==> src/hdl/tcpds_pkg.sv <==
`timescale 1ns / 1ps
// Package for the three-channel periodic due scheduler.
// Holds the sequencer state type, register indexes and reset periods; no dependencies.
package tcpds_pkg;

    localparam int unsigned GroupCount = 3;
    localparam int unsigned TimeWidth  = 64;
    localparam int unsigned AddrWidth  = 5;

    typedef logic [TimeWidth-1:0] t_time;
    typedef logic [1:0]           t_group;

    localparam t_group RegFastPeriod    = 2'd0;
    localparam t_group RegAirPeriod     = 2'd1;
    localparam t_group RegThermalPeriod = 2'd2;

    localparam t_time FastPeriodReset    = 64'd10000;
    localparam t_time AirPeriodReset     = 64'd20000;
    localparam t_time ThermalPeriodReset = 64'd100000;

    typedef enum logic [2:0] {
        ST_IDLE,
        ST_MASK,
        ST_SEL,
        ST_DIV,
        ST_FIN,
        ST_OUT
    } t_state;

endpackage

==> src/hdl/three_channel_periodic_due_scheduler_unit.sv <==
`timescale 1ns / 1ps
// Top level of the three-channel periodic due scheduler: APB period registers,
// due-time compare, bit-serial remainder unit and output register. Uses tcpds_pkg.
// The first result passes one mask, one select, 64 remainder steps of one bit each and one final
// add after its timestamp is accepted; each further due group passes the select, remainder steps
// and final add again once the previous result is accepted.
// The 64-step restoring remainder loop does the division; a new timestamp is taken only when
// idle, so no new timestamp is taken until every due group of the last one has been output.
// Reset (synchronous, active low) sets all due times to zero and the periods to their defaults.
module three_channel_periodic_due_scheduler_unit (
    input  logic                                i_clk,
    input  logic                                i_rst_n,
    input  logic                                i_valid,
    output logic                                o_ready,
    input  logic [tcpds_pkg::TimeWidth-1:0]     i_timestamp,
    output logic                                o_valid,
    input  logic                                i_ready,
    output logic [1:0]                          o_group,
    output logic [tcpds_pkg::TimeWidth-1:0]     o_new_due,
    output logic                                o_last,
    input  logic                                psel,
    input  logic                                penable,
    input  logic                                pwrite,
    input  logic [tcpds_pkg::AddrWidth-1:0]     paddr,
    input  logic [tcpds_pkg::TimeWidth-1:0]     pwdata,
    output logic [tcpds_pkg::TimeWidth-1:0]     prdata,
    output logic                                pready
);
    import tcpds_pkg::*;

    t_state r_state, n_state;
    t_time  r_period [GroupCount];
    t_time  r_due    [GroupCount];
    t_time  r_now;
    t_time  r_dvd;
    t_time  r_rem;
    t_time  r_per;
    t_time  r_new_due;
    t_group r_grp;
    logic   r_last;
    logic [GroupCount-1:0] r_mask;
    logic [5:0] r_cnt;

    t_group          w_widx;
    logic            w_wr;
    logic [TimeWidth:0] w_shift;
    logic            w_ge;
    logic [TimeWidth:0] w_sum;
    t_time           w_new_due;
    t_group          w_sel;
    logic [GroupCount-1:0] w_rest;

    assign pready = 1'b1;
    assign w_widx = paddr[AddrWidth-1:3];
    assign w_wr   = psel & penable & pwrite & pready;

    always_comb begin
        case (w_widx)
            RegFastPeriod:    prdata = r_period[0];
            RegAirPeriod:     prdata = r_period[1];
            RegThermalPeriod: prdata = r_period[2];
            default:          prdata = '0;
        endcase
    end

    assign w_shift   = {r_rem, r_dvd[TimeWidth-1]};
    assign w_ge      = w_shift >= {1'b0, r_per};
    assign w_sum     = {1'b0, r_now} - {1'b0, r_rem} + {1'b0, r_per};
    assign w_new_due = w_sum[TimeWidth] ? '1 : w_sum[TimeWidth-1:0];

    always_comb begin
        if (r_mask[0]) begin
            w_sel = 2'd0;
        end else if (r_mask[1]) begin
            w_sel = 2'd1;
        end else begin
            w_sel = 2'd2;
        end
        w_rest = r_mask & ~(GroupCount'(1) << w_sel);
    end

    assign o_ready   = (r_state == ST_IDLE);
    assign o_valid   = (r_state == ST_OUT);
    assign o_group   = r_grp;
    assign o_new_due = r_new_due;
    assign o_last    = r_last;

    always_ff @(posedge i_clk) begin
        if (!i_rst_n) begin
            r_state <= ST_IDLE;
        end else begin
            r_state <= n_state;
        end
    end

    always_comb begin
        n_state = r_state;
        case (r_state)
            ST_IDLE: begin
                if (i_valid) begin
                    n_state = ST_MASK;
                end
            end
            ST_MASK: n_state = ST_SEL;
            ST_SEL: begin
                if (r_mask == '0) begin
                    n_state = ST_IDLE;
                end else begin
                    n_state = ST_DIV;
                end
            end
            ST_DIV: begin
                if (r_cnt == 6'd63) begin
                    n_state = ST_FIN;
                end
            end
            ST_FIN: n_state = ST_OUT;
            ST_OUT: begin
                if (i_ready) begin
                    n_state = ST_SEL;
                end
            end
            default: n_state = ST_IDLE;
        endcase
    end

    always_ff @(posedge i_clk) begin
        if (!i_rst_n) begin
            r_period[0] <= FastPeriodReset;
            r_period[1] <= AirPeriodReset;
            r_period[2] <= ThermalPeriodReset;
            for (int g = 0; g < GroupCount; g++) begin
                r_due[g] <= '0;
            end
            r_mask <= '0;
        end else begin
            if (w_wr && (w_widx != 2'd3)) begin
                r_period[w_widx] <= pwdata;
            end
            case (r_state)
                ST_MASK: begin
                    for (int g = 0; g < GroupCount; g++) begin
                        r_mask[g] <= (r_now >= r_due[g]);
                    end
                end
                ST_SEL: begin
                    if (r_mask != '0) begin
                        r_mask <= w_rest;
                    end
                end
                ST_FIN: begin
                    r_due[r_grp] <= w_new_due;
                end
                default: begin
                end
            endcase
        end
    end

    always_ff @(posedge i_clk) begin
        case (r_state)
            ST_IDLE: begin
                r_now <= i_timestamp;
            end
            ST_SEL: begin
                r_grp  <= w_sel;
                r_last <= (w_rest == '0);
                r_dvd  <= r_now - r_due[w_sel];
                r_rem  <= '0;
                r_cnt  <= '0;
                r_per  <= (r_period[w_sel] == '0) ? t_time'(1) : r_period[w_sel];
            end
            ST_DIV: begin
                r_dvd <= {r_dvd[TimeWidth-2:0], 1'b0};
                r_rem <= w_ge ? t_time'(w_shift - {1'b0, r_per}) : w_shift[TimeWidth-1:0];
                r_cnt <= r_cnt + 6'd1;
            end
            default: begin
            end
        endcase
    end

    always_ff @(posedge i_clk) begin
        if (r_state == ST_FIN) begin
            r_new_due <= w_new_due;
        end
    end

endmodule

==> config.mk <==
export PLATFORM = sky130hd
export DESIGN_NAME = three_channel_periodic_due_scheduler_unit
export DESIGN_NICKNAME = d
export VERILOG_FILES = /design/src/hdl/tcpds_pkg.sv /design/src/hdl/three_channel_periodic_due_scheduler_unit.sv
export SDC_FILE = /design/constraint.sdc
export NUM_CORES = 2
export LEC_CHECK = 0
export BUFFER_PORTS_ARGS = -buffer_cell sky130_fd_sc_hd__buf_4
export CAP_MARGIN = 20
export CORE_AREA = 2 2 407 409
export CTS_BUF_LIST = sky130_fd_sc_hd__clkbuf_16
export DETAILED_ROUTE_END_ITERATION = 10
export DIE_AREA = 0 0 409 411
export PLACE_DENSITY = 0.5
export RECOVER_POWER = 100
export SETUP_SLACK_MARGIN = 0.15
export SYNTH_ARGS = -nofsm -noshare
export SYNTH_HDL_FRONTEND = slang
export SYNTH_SLANG_ARGS = --single-unit
==> constraint.sdc <==
create_clock -name i_clk -period 17 [get_ports i_clk]
set_input_delay 2.55 -clock i_clk [delete_from_list [all_inputs] [get_ports i_clk]]
set_output_delay 2.55 -clock i_clk [all_outputs]
set_load 0.005 [all_outputs]
# == Word-level counts from Yosys, hierarchy flattened ==
# Memories as Yosys holds them, arrays and structs flattened.
# Index checks and enable logic that the tools add are counted.
# word_totals
inputBits,140
register_bits,335
memories,2
ramBits,384
out_inout_bits,134
elab_cells,80
# op_classes
mux,28
reduce_logical,13
n_eq_ne,13
n_lt_le_gt_ge,4
n_bitwise,4
addsub,5
n_shift,1
# memory_table
memory,depth,word_bits,rd,rd_clocked_by_memory_dff,write_ports,line_no,text
r_due,3,64,4,0,3,three_channel_periodic_due_scheduler_unit.sv:33,t_time r_due [GroupCount];
r_period,3,64,4,0,3,three_channel_periodic_due_scheduler_unit.sv:32,t_time r_period [GroupCount];
# ops
operator,n
two-way mux 64 bit,4
one-hot mux 64 bit (2 select lines),2
>= comparator 64 bit,3
one-hot mux 64 bit (3 select lines),1
OR reduction 64 bit,2
subtractor 64 bit,2
adder 65 x 64 -> 65 bit,1
>= comparator 65 x 64 -> 1 bit,1
subtractor 64 x 64 -> 65 bit,1
logical NOT 64 bit,1
one-hot mux 3 bit (6 select lines),1
two-way mux 3 bit,4
one-hot mux 6 bit (2 select lines),1
two-way mux 2 bit,5
logical NOT 3 bit,3
two-way mux 1 bit,9
!= test 2 bit (second input constant),4
adder 6 x 1 -> 6 bit (second input constant),1
== test 3 x 2 -> 1 bit (second input constant),2
== test 3 bit (second input constant),2
== test 6 bit (second input constant),1
one-hot mux 3 bit (2 select lines),1
nonzero test 2 bit,2
AND 3 bit,1
other kinds (12),13

# == Logic depth before layout (Yosys ltp) ==
# depth
word_depth,8
ltp_mapped,21
ltp_nobuf,16

# == Worst setup path after synthesis ==
# OpenSTA, ideal clock, no wires.
# synth_path
path_kind,input -> register
startpoint,in i_rst_n
endpoint,"mem r_period[2][0] (netlist name), enable pin"
required_time_ps,16425
setup_time_ps,575
path_slack_ps,8848
path_stages,3
arrival_time_ps,7577
n_path_buf,1
cell_sequence,clkbuf_1 > nand4_1 > o21ai_0
# synth_lines
item,line_no,text
from (decl),three_channel_periodic_due_scheduler_unit.sv:12,"input logic i_rst_n,"
to (decl),three_channel_periodic_due_scheduler_unit.sv:32,

# == Final worst setup path ==
# layout_path
startpoint,in paddr[3] (netlist name)
endpoint,out prdata[23] (netlist name)
# layout_via
elab_chain_cells,2
elab_cells_between_ends,4
cone_classes,2 x eq/ne; 1 x mux; 1 x reduce/logical
# layout_lines
item,line_no,text
from (decl),three_channel_periodic_due_scheduler_unit.sv:24,"input logic [tcpds_pkg::AddrWidth-1:0] paddr,"
== test 2 bit (tied with other cells),three_channel_periodic_due_scheduler_unit.sv:58,case (w_widx)
one-hot mux 64 bit (3 select lines) (*),three_channel_periodic_due_scheduler_unit.sv:58,
to (decl),three_channel_periodic_due_scheduler_unit.sv:26,"output logic [tcpds_pkg::TimeWidth-1:0] prdata,"
# Every way passes the cells marked *; elsewhere a longest branch is shown, timed or not.

==> key figures <==
Global route
  • First-pass GRT wire length: 230,000 um
  • Total grt overflow: 0
  • Grt met1 use: 25.0%
  • Largest net degree at the start of global routing: 140
  • Met3 GRT Util: 2.88%
  • Antenna violations before repair: 13
  • All-Layer GR Usage: 18.0%
  • Most Crowded Layer GR: met2
  • Global Route met2 Usage: 28.7%
  • Vias in the first global route: 36.2k

Detailed routing
  • Initial DRC count: 2,704
  • Vias: 36.4k
  • Drt wl/cell: 20.8 um
  • Antenna viol nets, final: 0
  • Routed wire length: 154,000 um
  • # DRC: 0
  • Vias/cell: 4.90
  • TritonRoute pass-1 iters: 6

Synthesis
  • Post-synth EDFFs: 713
  • Synth area leader: edfxtp_1
  • Fraction of registers with async set/reset: 0%
  • Syn_nets: 5,585
  • Synthesized cell area: 48,800 um^2
  • Synth area leaders: edfxtp_1 (44%), ha_1 (9.9%), mux2i_1 (4.9%)
  • Syn avg cell area: 9.77 um^2
  • Post-synthesis cell type count: 87
  • #FFs+latches synth: 719
  • Yosys warns: 0
  • Seq/Total Area, Yosys: 44.2%
  • Synth Flop Type: edfxtp_1
  • Top-area cell type share of the netlist area: 43.9%
  • Gate Count Post-Synth: 4,994

Placement
  • PortBufs: 269
  • Final HPWL DP: 117,000 um
  • GP Congestion: 0.888
  • Post-Place Cells: 7,260
  • DP Area: 53,000 um^2

Clock network
  • Clock transition at path regs: 60 ps
  • CTS tree: done
  • Post-CTS sizing: 0
  • CTS root buf: clkbuf_16
  • Post-CTS Setup Bufs: 0
  • CTS hold repair buffers: 0
  • Clock buffer depth: 3
  • Clock insertion delay at the later pin of the skew report: 710 ps
  • H-tree levels: 3
  • CTS sink count: 719
  • Inserted Clock Buffers: 90

STA
  • Setup TNS: 0 ps
  • Final-report hold violation count: 0
  • Crit share post-route: 68.7%
  • Max frequency: 85.6 MHz
  • Setup repair after global routing missed its margin: false
  • Clock skew: 39.9 ps
  • Actual slew at the worst max-slew pin: 8170 ps
  • Slew headroom: -444%
  • Slew Viols, Final: 1,598
  • Min cycle time layout: 11,690 ps
  • Setup Viol. Count Final: 0

Critical path
  • Crit-path max FO: 64
  • Reg-to-reg slack, setup: 6420 ps
  • Worst Path Arrival: 9140 ps
  • WS Path Type: in -> out
  • Crit path launch type: primary input
  • Critical Path RT: 14,450 ps
  • R2R cell count: 14
  • Crit path capture type: primary output

Finish
  • Fin cells: 7,428
  • Filler Cell Count: 16.8k
  • Share of layout cells above drive strength 1: 8.17%
  • Post-route cell area: 55,700 um^2
  • Commonest cells after routing, fill and taps aside: edfxtp_1 (713), inv_1 (578), nor2_1 (498)
  • Multi-input gate area: 24,100 um^2
  • Layout area overhead: 14.3%
  • Commonest non-fill, non-tap cell in the layout: edfxtp_1
  • Final #Nets: 5,754
  • Register area: 21,500 um^2

Power
  • Leak Pwr: 0.0230 uW
  • Power per cell area: 135 nW/um^2
  • Max IR drop VDD: 95.8 uV

Die
  • Die width: 409 um
  • DIE AREA: 168,000 um^2
  • Row Count: 149
  • Area of the core: 164,000 um^2
  • Io pins: 274
  • Chip Height: 411 um
  • Starting density of the core: 29.8%

Worst hold path
  • Cells on Worst Hold Path: 2
  • Worst hold path class: reg -> reg

Status
  • Failing checks: max-capacitance violations, max-slew violations
  • Status: complete, but fails checks

Run
  • MaxCap Viol Count: 28
## registers in the layout, summed over array words and instances, names as in the netlist
signal	flops
o_group	2
o_last	1
o_new_due	64
r_cnt	6
r_due	192
r_dvd	64
r_mask	3
r_now	64
r_per	64
r_period	192
r_rem	64
r_state	3
## routing by layer
| metal | part of all wire [%] | routed length, um | vias to the layer above |
|---|---|---|---|
| li1 | - | - | 18000 |
| met4 | 2.9 | 4440 | 22 |
| met1 | 47 | 73100 | 17400 |
| met5 | 0.098 | 151 | - |
| met3 | 4.8 | 7480 | 183 |
| met2 | 45 | 69100 | 806 |
## path summary, 6_finish.rpt
kind / from / end
min: r_dvd[0] / r_dvd[1]
max: paddr[3] / prdata[23]
max reg2reg: r_mask[0] / r_dvd[60]
min reg2reg: r_dvd[0] / r_dvd[1]
## layout make-up
cell class | instances | area share (%)
flip-flops and latches | 719 | 38.6
clock inverters | 73 | 1.46
diodes | 3 | 0.0135
multi-input cells | 3480 | 43.3
clock buffers | 92 | 4.13
repair buffers | 309 | 3.77
well taps | 2189 | 4.91
inverters | 563 | 3.79
## through the flow
step	utilization [%]	hold WS, ps	power (uW)	worst slack (ps)
CTS	34.3	520	7550	9400
detailed placement	32.4	509	5490	9400
global route	34.0	559	7990	4770
global placement	32.3	492	5480	9380
finish	34.0	516	7500	5310
floorplan	-	484	4490	8850
## cells by family after synthesis
kind of cell	share of synthesized area [%]
AND/OR/NAND/NOR	14.2
AO/OA/AOI/OAI	14.8
buffers and inverters	6.32
flip-flops	44.2
adder cells (fa/ha/maj)	12.6
multiplexers	4.91
XOR/XNOR	3.11
other	0.00769
## synth_stat cells (all sizes together) (6+ instances only)
master,number
a221oi,15
nand4,106
nand2b,50
nor4,29
a211oi,32
fa,66
nor3,43
o22ai,7
a2111oi,7
a31oi,30
o21bai,44
inv,563
nand3,47
ha,385
a21oi,402
o21a,35
dfxtp,6
o31ai,14
and3,90
buf,40
or3,18
o211ai,9
nor2b,45
and2,150
a211o,10
clkbuf,192
or2,7
o311ai,9
o31a,8
nand2,344
a41oi,6
xnor2,107
mux2i,239
xor2,66
a21o,155
nor2,508
edfxtp,713
o21ai,320
## power by group
group	switching, uW	total (uW)	internal, uW
combinational	1980	3070	1090
clock	804	2030	1230
sequential	172	2400	2230
total	2960	7500	4540
## critical path, cell delays in order
cell and delay (ps):
clkbuf_1 2200, clkbuf_1 1770, nor2b_4 -10, clkbuf_1 1530, nand2_1 390, o21ai_0 370, buf_4 270
Note: power is estimated with default switching activity, not from simulation.
